$ cat src/dbbd_pkg.sv
package dbbd_pkg;

   localparam int VAL_W     = 32;
   localparam int CNT_W     = 8;
   localparam int WID_W     = 6;
   localparam int BYTE_BITS = 8;
   localparam int LEFT_W    = 4;
   localparam int HDR_IDX_W = 2;

   // header byte positions
   localparam logic [HDR_IDX_W-1:0] HB_COUNT  = 2'd0;
   localparam logic [HDR_IDX_W-1:0] HB_DWIDTH = 2'd1;
   localparam logic [HDR_IDX_W-1:0] HB_FWIDTH = 2'd2;
   localparam logic [HDR_IDX_W-1:0] HB_SPARE  = 2'd3;

   localparam logic [WID_W-1:0] WID_SAT   = 6'd63;
   localparam logic [WID_W-1:0] WID_LIMIT = 6'd32;

   typedef struct packed {
      logic load;
      logic shift;
      logic flush;
   } shift_ctl_type;

   typedef struct packed {
      logic take;
      logic clear;
   } gather_ctl_type;

endpackage

$ cat src/dbbd_byte_shifter.sv
module dbbd_byte_shifter
   import dbbd_pkg::*;
(
   input  logic                 clock,
   input  logic                 reset,
   input  shift_ctl_type        ctl,
   input  logic [BYTE_BITS-1:0] data,
   output logic                 bit_out,
   output logic [LEFT_W-1:0]    left
);

   logic [BYTE_BITS-1:0] byte_ff, byte_in;
   logic [LEFT_W-1:0]    left_ff, left_in;

   always_comb begin
      byte_in = byte_ff;
      left_in = left_ff;
      if (ctl.load) begin
         byte_in = data;
         left_in = LEFT_W'(BYTE_BITS);
      end else if (ctl.flush) begin
         left_in = '0;
      end else if (ctl.shift) begin
         byte_in = byte_ff >> 1;
         left_in = left_ff - 1'b1;
      end
   end

   always_ff @(posedge clock) begin
      byte_ff <= byte_in;
      if (reset) begin
         left_ff <= '0;
      end else begin
         left_ff <= left_in;
      end
   end

   assign bit_out = byte_ff[0];
   assign left    = left_ff;

endmodule

$ cat src/dbbd_value_gather.sv
module dbbd_value_gather
   import dbbd_pkg::*;
(
   input  logic             clock,
   input  logic             reset,
   input  gather_ctl_type   ctl,
   input  logic             bit_in,
   input  logic [WID_W-1:0] width,
   output logic [VAL_W-1:0] value,
   output logic             done
);

   logic [VAL_W-1:0] partial_ff, partial_in;
   logic [WID_W-1:0] gathered_ff, gathered_in;
   logic [WID_W-1:0] gathered_inc;
   logic [VAL_W-1:0] bit_mask;

   assign gathered_inc = gathered_ff + 1'b1;
   assign bit_mask     = (ctl.take && bit_in) ? (VAL_W'(1) << gathered_ff[4:0]) : '0;
   assign value        = partial_ff | bit_mask;
   assign done         = ctl.take && (gathered_inc >= width);

   always_comb begin
      partial_in  = partial_ff;
      gathered_in = gathered_ff;
      if (ctl.clear || done) begin
         partial_in  = '0;
         gathered_in = '0;
      end else if (ctl.take) begin
         partial_in  = value;
         gathered_in = gathered_inc;
      end
   end

   always_ff @(posedge clock) begin
      if (reset) begin
         partial_ff  <= '0;
         gathered_ff <= '0;
      end else begin
         partial_ff  <= partial_in;
         gathered_ff <= gathered_in;
      end
   end

endmodule

$ cat src/dbbd_id_store.sv
module dbbd_id_store
   import dbbd_pkg::*;
#(
   parameter int DEPTH = 64,
   parameter int AW    = 6
)
(
   input  logic             clock,
   input  logic             wr_en,
   input  logic [AW-1:0]    wr_addr,
   input  logic [VAL_W-1:0] wr_data,
   input  logic [AW-1:0]    rd_addr,
   output logic [VAL_W-1:0] rd_data
);

   logic [VAL_W-1:0] mem [DEPTH];
   logic [VAL_W-1:0] rd_ff;

   always_ff @(posedge clock) begin
      if (wr_en) begin
         mem[wr_addr] <= wr_data;
      end
      rd_ff <= mem[rd_addr];
   end

   assign rd_data = rd_ff;

endmodule

$ cat src/delta_bitpack_block_decoder.sv
// Delta bit-packed posting block decoder.
// Input channel req_: one byte of the encoded block per beat (req_data_byte).
// The first four bytes form the header: entry count, delta width, frequency
// width and a spare byte. Header bytes are taken without stalling req_.
// A payload byte is taken and then unpacked one bit per cycle, pausing for
// each (doc_id, frequency) pair it completes while that pair goes out, and
// longer while the output register holds (the pair is loaded from the id
// store read port). Zero-width deltas complete one per cycle without input;
// a zero-width frequency also needs no input, each pair going out as above.
// Result channel rsp_: one beat per pair, with rsp_last_of_block on the final
// pair; a bad header gives one beat with rsp_header_error set and zero fields,
// put out by the error state after the fourth header byte is taken.
// The result sits in an output register; while rsp_stall is high it holds,
// and the decoder holds too once the next result is ready, stalling req_.
// Synchronous reset returns the decoder to the header byte 0 and drops any
// pending result; the id store needs no clearing.
module delta_bitpack_block_decoder
   import dbbd_pkg::*;
#(
   parameter int MAX_DOCS = 64
)
(
   input  logic                 clock,
   input  logic                 reset,
   input  logic                 req_valid,
   output logic                 req_stall,
   input  logic [BYTE_BITS-1:0] req_data_byte,
   output logic                 rsp_valid,
   input  logic                 rsp_stall,
   output logic [VAL_W-1:0]     rsp_doc_id,
   output logic [VAL_W-1:0]     rsp_frequency,
   output logic                 rsp_last_of_block,
   output logic                 rsp_header_error
);

   localparam int AW = (MAX_DOCS > 1) ? $clog2(MAX_DOCS) : 1;
   localparam int IW = $clog2(MAX_DOCS + 1);

   localparam logic [2:0] S_HDR  = 3'd0;
   localparam logic [2:0] S_BYTE = 3'd1;
   localparam logic [2:0] S_BITS = 3'd2;
   localparam logic [2:0] S_ZERO = 3'd3;
   localparam logic [2:0] S_PAIR = 3'd4;
   localparam logic [2:0] S_ERR  = 3'd5;

   logic [2:0]           state_ff, state_in;
   logic [HDR_IDX_W-1:0] hdr_idx_ff, hdr_idx_in;
   logic [CNT_W-1:0]     count_ff, count_in;
   logic [WID_W-1:0]     dw_ff, dw_in;
   logic [WID_W-1:0]     fw_ff, fw_in;
   logic                 freq_ph_ff, freq_ph_in;
   logic [IW-1:0]        idx_ff, idx_in;
   logic [VAL_W-1:0]     prev_ff, prev_in;
   logic [VAL_W-1:0]     fhold_ff, fhold_in;

   logic                 rsp_valid_ff, rsp_valid_in;
   logic [VAL_W-1:0]     rsp_id_ff, rsp_id_in;
   logic [VAL_W-1:0]     rsp_freq_ff, rsp_freq_in;
   logic                 rsp_last_ff, rsp_last_in;
   logic                 rsp_err_ff, rsp_err_in;

   shift_ctl_type        sh_ctl;
   gather_ctl_type       g_ctl;
   logic                 sh_bit;
   logic [LEFT_W-1:0]    sh_left;
   logic [VAL_W-1:0]     g_value;
   logic                 g_done;
   logic [WID_W-1:0]     cur_width;

   logic                 mem_we;
   logic [VAL_W-1:0]     id_sum;
   logic [VAL_W-1:0]     rd_data;

   logic                 req_fire;
   logic                 out_free;
   logic [IW-1:0]        idx_inc;
   logic                 idx_last;
   logic                 bits_remain;
   logic                 resume;
   logic                 hdr_bad;

   assign req_fire  = req_valid && !req_stall;
   assign out_free  = !rsp_valid_ff || !rsp_stall;
   assign idx_inc   = idx_ff + 1'b1;
   assign idx_last  = CNT_W'(idx_inc) >= count_ff;
   assign cur_width = freq_ph_ff ? fw_ff : dw_ff;
   assign id_sum    = prev_ff + g_value;
   assign hdr_bad   = (count_ff > CNT_W'(MAX_DOCS)) || (dw_ff > WID_LIMIT)
                      || (fw_ff > WID_LIMIT);
   assign bits_remain = (state_ff == S_BITS) ? (sh_left > LEFT_W'(1)) : (sh_left != '0);
   assign req_stall = !((state_ff == S_HDR) || (state_ff == S_BYTE));

   always_comb begin
      state_in     = state_ff;
      hdr_idx_in   = hdr_idx_ff;
      count_in     = count_ff;
      dw_in        = dw_ff;
      fw_in        = fw_ff;
      freq_ph_in   = freq_ph_ff;
      idx_in       = idx_ff;
      prev_in      = prev_ff;
      fhold_in     = fhold_ff;
      rsp_valid_in = rsp_valid_ff && rsp_stall;
      rsp_id_in    = rsp_id_ff;
      rsp_freq_in  = rsp_freq_ff;
      rsp_last_in  = rsp_last_ff;
      rsp_err_in   = rsp_err_ff;
      sh_ctl       = '0;
      g_ctl        = '0;
      mem_we       = 1'b0;
      resume       = 1'b0;

      case (state_ff)
         S_HDR: begin
            if (req_fire) begin
               hdr_idx_in = hdr_idx_ff + 1'b1;
               case (hdr_idx_ff)
                  HB_COUNT:  count_in = req_data_byte;
                  HB_DWIDTH: dw_in = (req_data_byte > CNT_W'(WID_SAT)) ? WID_SAT
                                     : req_data_byte[WID_W-1:0];
                  HB_FWIDTH: fw_in = (req_data_byte > CNT_W'(WID_SAT)) ? WID_SAT
                                     : req_data_byte[WID_W-1:0];
                  HB_SPARE: begin
                     idx_in     = '0;
                     prev_in    = '0;
                     freq_ph_in = 1'b0;
                     g_ctl.clear  = 1'b1;
                     sh_ctl.flush = 1'b1;
                     if (count_ff == '0) begin
                        state_in = S_HDR;
                     end else if (hdr_bad) begin
                        state_in = S_ERR;
                     end else begin
                        state_in = (dw_ff == '0) ? S_ZERO : S_BYTE;
                     end
                  end
                  default: ;
               endcase
            end
         end

         S_BYTE: begin
            if (req_fire) begin
               sh_ctl.load = 1'b1;
               state_in    = S_BITS;
            end
         end

         S_BITS, S_ZERO: begin
            // zero-width values take no bit and complete at once
            if (state_ff == S_BITS) begin
               sh_ctl.shift = 1'b1;
               g_ctl.take   = 1'b1;
            end
            if (state_ff == S_ZERO || g_done) begin
               if (!freq_ph_ff) begin
                  mem_we  = 1'b1;
                  prev_in = id_sum;
                  idx_in  = idx_inc;
                  if (idx_last) begin
                     freq_ph_in = 1'b1;
                     idx_in     = '0;
                  end
                  resume = 1'b1;
               end else begin
                  fhold_in = g_value;
                  state_in = S_PAIR;
               end
            end else begin
               state_in = bits_remain ? S_BITS : S_BYTE;
            end
         end

         S_PAIR: begin
            if (out_free) begin
               rsp_valid_in = 1'b1;
               rsp_id_in    = rd_data;
               rsp_freq_in  = fhold_ff;
               rsp_last_in  = idx_last;
               rsp_err_in   = 1'b0;
               idx_in       = idx_inc;
               if (idx_last) begin
                  // drop the padding left in the current byte
                  idx_in       = '0;
                  freq_ph_in   = 1'b0;
                  hdr_idx_in   = '0;
                  sh_ctl.flush = 1'b1;
                  state_in     = S_HDR;
               end else begin
                  resume = 1'b1;
               end
            end
         end

         S_ERR: begin
            if (out_free) begin
               rsp_valid_in = 1'b1;
               rsp_id_in    = '0;
               rsp_freq_in  = '0;
               rsp_last_in  = 1'b0;
               rsp_err_in   = 1'b1;
               state_in     = S_HDR;
            end
         end

         default: state_in = S_HDR;
      endcase

      if (resume) begin
         if ((!freq_ph_in && dw_ff == '0) || (freq_ph_in && fw_ff == '0)) begin
            state_in = S_ZERO;
         end else if (bits_remain) begin
            state_in = S_BITS;
         end else begin
            state_in = S_BYTE;
         end
      end
   end

   always_ff @(posedge clock) begin
      prev_ff     <= prev_in;
      fhold_ff    <= fhold_in;
      rsp_id_ff   <= rsp_id_in;
      rsp_freq_ff <= rsp_freq_in;
      rsp_last_ff <= rsp_last_in;
      rsp_err_ff  <= rsp_err_in;
      if (reset) begin
         state_ff     <= S_HDR;
         hdr_idx_ff   <= '0;
         count_ff     <= '0;
         dw_ff        <= '0;
         fw_ff        <= '0;
         freq_ph_ff   <= 1'b0;
         idx_ff       <= '0;
         rsp_valid_ff <= 1'b0;
      end else begin
         state_ff     <= state_in;
         hdr_idx_ff   <= hdr_idx_in;
         count_ff     <= count_in;
         dw_ff        <= dw_in;
         fw_ff        <= fw_in;
         freq_ph_ff   <= freq_ph_in;
         idx_ff       <= idx_in;
         rsp_valid_ff <= rsp_valid_in;
      end
   end

   dbbd_byte_shifter u_shifter (
      .clock   (clock),
      .reset   (reset),
      .ctl     (sh_ctl),
      .data    (req_data_byte),
      .bit_out (sh_bit),
      .left    (sh_left)
   );

   dbbd_value_gather u_gather (
      .clock  (clock),
      .reset  (reset),
      .ctl    (g_ctl),
      .bit_in (sh_bit),
      .width  (cur_width),
      .value  (g_value),
      .done   (g_done)
   );

   dbbd_id_store #(
      .DEPTH (MAX_DOCS),
      .AW    (AW)
   ) u_id_store (
      .clock   (clock),
      .wr_en   (mem_we),
      .wr_addr (AW'(idx_ff)),
      .wr_data (id_sum),
      .rd_addr (AW'(idx_ff)),
      .rd_data (rd_data)
   );

   assign rsp_valid         = rsp_valid_ff;
   assign rsp_doc_id        = rsp_id_ff;
   assign rsp_frequency     = rsp_freq_ff;
   assign rsp_last_of_block = rsp_last_ff;
   assign rsp_header_error  = rsp_err_ff;

endmodule

$ cat config.mk
export PLATFORM = sky130hd
export DESIGN_NAME = delta_bitpack_block_decoder
export DESIGN_NICKNAME = d
export VERILOG_FILES = /design/src/dbbd_pkg.sv /design/src/dbbd_byte_shifter.sv /design/src/dbbd_value_gather.sv /design/src/dbbd_id_store.sv /design/src/delta_bitpack_block_decoder.sv
export SDC_FILE = /design/constraint.sdc
export NUM_CORES = 2
export LEC_CHECK = 0
export BUFFER_PORTS_ARGS = -buffer_cell sky130_fd_sc_hd__buf_4
export CORE_UTILIZATION = 39
export DETAILED_ROUTE_END_ITERATION = 16
export HOLD_SLACK_MARGIN = 0.1
export PLACE_DENSITY = 0.55
export REMOVE_ABC_BUFFERS = 1
export SETUP_SLACK_MARGIN = 0.05
export SYNTH_ARGS = -nofsm -noshare
export SYNTH_HDL_FRONTEND = slang
export SYNTH_SLANG_ARGS = --single-unit
$ cat constraint.sdc
create_clock -name clock -period 11.95 [get_ports clock]
set_clock_uncertainty 0.2 [all_clocks]
set_input_delay 1.195 -clock clock [delete_from_list [all_inputs] [get_ports clock]]
set_output_delay 1.195 -clock clock [all_outputs]
set_load 0.03 [all_outputs]
==> results_dict.tcl <==
set metrics [dict create \
    hp-class "flip-flop to flip-flop" \
    numCtsBuffers 226 \
    period_needed_ns 5.80 \
    overflow 0 \
    synth_area_leaders "edfxtp_1 (74%), mux4_2 (2.9%), a221oi_1 (2.8%), mux2i_1 (2.6%), dfxtp_1 (2.4%)" \
    clkLatencyLatePin_ns 0.91 \
    crit_fanout 41 \
    fmax_mhz 173 \
    synth_edf_count 2186 \
    cts_buffer_depth 3 \
    maxSlewViolCount 0 \
    num_rows 174 \
    worstMarginPinSlew_ns 1.46 \
    crit_arrival_ns 6.20 \
    wirelength_mm 299 \
    grt_pass1_wl_mm 410 \
    cp.required_ns 12.35 \
    vias 52441 \
    grt_pass1_vias 49505 \
    via_per_inst 6.11 \
    ctsRootBufferMaster "clkbuf_16" \
    multi_input_area_um2 20400 \
    place.gp.congestion 0.926 \
    synth_cells 5156 \
    whs_ns 0.277 \
    chipHeight_um 479 \
    grt_usage 0.255 \
    max-cap-violations 0 \
    async_flop_share 0 \
    drive_gt1_frac 0.191 \
    antenna_left 0 \
    ys_seq_area_frac 0.763 \
    antenna_found_initial 34 \
    nFillCells 19450 \
    areaGrowthSynthToFinish_pct 14.8 \
    rsz0062_at_grt "no" \
    drcViolationCount 0 \
    cts_max_level 4 \
    cts_tree "done" \
    wl_per_cell_um 34.8 \
    p_leak_nw 31.9 \
    use_met2 0.390 \
    fin_crit_sh 0.485 \
    yosys_register_bits 2294 \
    setup_viol 0 \
    relSlewSlack 0.0151 \
    core_area_um2 226000 \
    cts_resized 0 \
    grt_use_met1 0.352 \
    powerDensity_nw_per_um2 157 \
    top_usage_layer "met2" \
    clk_pin_slew_ns 0.06 \
    die-area_um2 230000 \
    cts_hold_buf 0 \
    peakVddDrop_mv 0.160 \
    die_w_um 479 \
    post_cts_buffers 0 \
    first_iter_violations 7150 \
    worstSetupEndpointType "flip-flop" \
    met3_usage 0.0525 \
    seqCellArea_um2 67800 \
    ioPinCount 80 \
    start_util 0.394 \
    grt_max_degree 104 \
    setup_tns_ns 0 \
    netlist.area_leader.share 0.739 \
    dp_hpwl_mm 173 \
    clock-sinks 2294 \
    yosysWarnings 0 \
    outcome "finished clean" \
    startpoint_type "flip-flop" \
    avgSynthCellArea_um2 17.2 \
    ys.flop_type "edfxtp_1" \
    io_buffers 79 \
    synthesis.area_um2 88900 \
    nets 5431 \
    dr.pass1.iters 6 \
    ys_types 69 \
    critical_path_class "flip-flop to flip-flop" \
    synth_area_leader_cell "edfxtp_1" \
    final_hold_viol_count 0 \
]
## cell families after synthesis
logic type | after synthesis | share of synthesized area
buffers and inverters | 354 | 0.0183
and+or+nand+nor | 752 | 0.0399
adders and majority gates | 59 | 0.00836
AOI/OAI and AO/OA | 1172 | 0.0940
xor gates and xnor gates | 43 | 0.00424
muxes | 482 | 0.0723
DFF | 2294 | 0.763
## Yosys cell counts, drive strengths merged, types with 9 or more instances
cell / n
edfxtp: 2186
nor2: 295
a221oi: 283
mux2i: 230
a21oi: 215
buf: 178
a22oi: 176
nand2: 157
o21ai: 149
clkbuf: 148
mux2: 138
mux4: 114
dfxtp: 108
and2: 106
o22ai: 92
ha: 57
nor2b: 42
a22o: 38
nand3: 33
xnor2: 30
a31o: 29
inv: 28
a211oi: 25
nor3: 24
a31oi: 23
nand4: 21
a221o: 19
a21o: 17
and3: 17
o211ai: 16
o22a: 15
or4: 15
o221ai: 14
o21bai: 13
xor2: 13
a41oi: 10
o21a: 10
nand2b: 9
or3: 9
## registers in the layout, summed over array words and instances (netlist names), 2 cells and up
signal,cells
state_ff,3
idx_ff,7
u_shifter.left,4
fhold_ff,32
prev_ff,32
rsp_doc_id,32
hdr_idx_ff,2
u_gather.gathered_ff,6
rsp_frequency,32
count_ff,8
u_gather.partial_ff,32
u_shifter.byte_ff,8
u_id_store.rd_data,32
dw_ff,6
fw_ff,6
u_id_store.mem,2048
## final timing paths
path / start / end / slack (ns) / cells after the start
setup / recovery: state_ff[2]$_SDFFE_PP0P_ / u_id_store.mem[16][20]$_DFFE_PP_ / 6.15 / 16
hold / removal: idx_ff[6]$_SDFFE_PP0P_ / idx_ff[6]$_SDFFE_PP0P_ / 0.28 / 2
setup reg to reg: state_ff[2]$_SDFFE_PP0P_ / u_id_store.mem[16][20]$_DFFE_PP_ / 6.15 / 16
hold reg to reg: idx_ff[6]$_SDFFE_PP0P_ / idx_ff[6]$_SDFFE_PP0P_ / 0.28 / 2
## cells in the final DEF, fill, tap and decap left out, types with 19 or more instances in the layout
| master | Yosys | routed |
|---|---|---|
| nor2b_1 | 42 | 36 |
| clkinv_2 | 0 | 50 |
| mux2i_1 | 230 | 230 |
| xnor2_2 | 0 | 19 |
| o21ai_0 | 149 | 147 |
| a31o_2 | 29 | 29 |
| nor2_1 | 295 | 220 |
| inv_1 | 27 | 25 |
| clkbuf_1 | 148 | 59 |
| nor3_1 | 24 | 20 |
| nand3_1 | 33 | 32 |
| a21oi_1 | 215 | 213 |
| nor2_4 | 0 | 74 |
| clkbuf_16 | 0 | 228 |
| ha_1 | 57 | 56 |
| a221o_1 | 19 | 19 |
| nand4_1 | 21 | 21 |
| o22ai_1 | 92 | 92 |
| a221oi_1 | 283 | 283 |
| nand2_1 | 157 | 154 |
| dfxtp_1 | 108 | 105 |
| mux2_2 | 138 | 138 |
| a22o_1 | 38 | 38 |
| bufinv_16 | 0 | 19 |
| and2_1 | 106 | 102 |
| edfxtp_1 | 2186 | 2186 |
| a31oi_1 | 23 | 23 |
| a211oi_1 | 25 | 25 |
| mux4_2 | 114 | 114 |
| a22oi_1 | 176 | 176 |
| clkinv_1 | 0 | 41 |
| buf_4 | 40 | 294 |
| diode_2 | 0 | 21 |
## worst max-delay path, stage by stage, from the launching register on
cell	delay (ns)
dfxtp_1	0.55
nand2b_1	0.35
nor2_1	0.08
buf_4	0.20
nand2_1	0.09
nor2_1	0.05
buf_4	0.20
a31o_2	0.28
ha_2	0.20
fa_2	0.43
a211oi_1	0.32
o211ai_1	0.18
and3_1	0.23
o2111ai_1	0.41
nand2_1	0.26
xor2_4	0.70
buf_4	0.63
## layer usage
metal  vias to the layer above  routed length [um]
met5                         -                 135
met4                        16               14700
met3                       581               29600
met2                      2936              135000
met1                     27559              119000
li1                      21349                   -
## where the power goes
part / internal [mW] / total, mW / switching [mW]
sequential: 8.71 / 8.72 / 0.00741
combinational: 0.0294 / 0.119 / 0.0898
clock: 4.02 / 7.18 / 3.17
total: 12.8 / 16.0 / 3.27
## stage by stage
step	util	std cells	total power, mW	worst slack [ns]	area [um2]
after CTS	0.452	8555	16.1	6.15	102000
after detailed placement	0.419	8124	9.01	6.21	94500
after floorplan	-	4830	8.95	-8.41	87400
final	0.453	8577	16.0	6.15	102000
after global routing	0.452	8559	16.4	5.88	102000
after global placement	0.419	8122	9.00	6.25	94500
## cell type report
type                       instances  area share
antenna                           21    0.000515
clock buffer                     297      0.0594
clock inverter                   134      0.0143
inverter                          28     0.00112
multi-input combinational       2508       0.200
sequential                      2294       0.664
tap                             2992      0.0367
timing repair buffer             303      0.0234
Note: power is estimated with default switching activity, not from simulation.
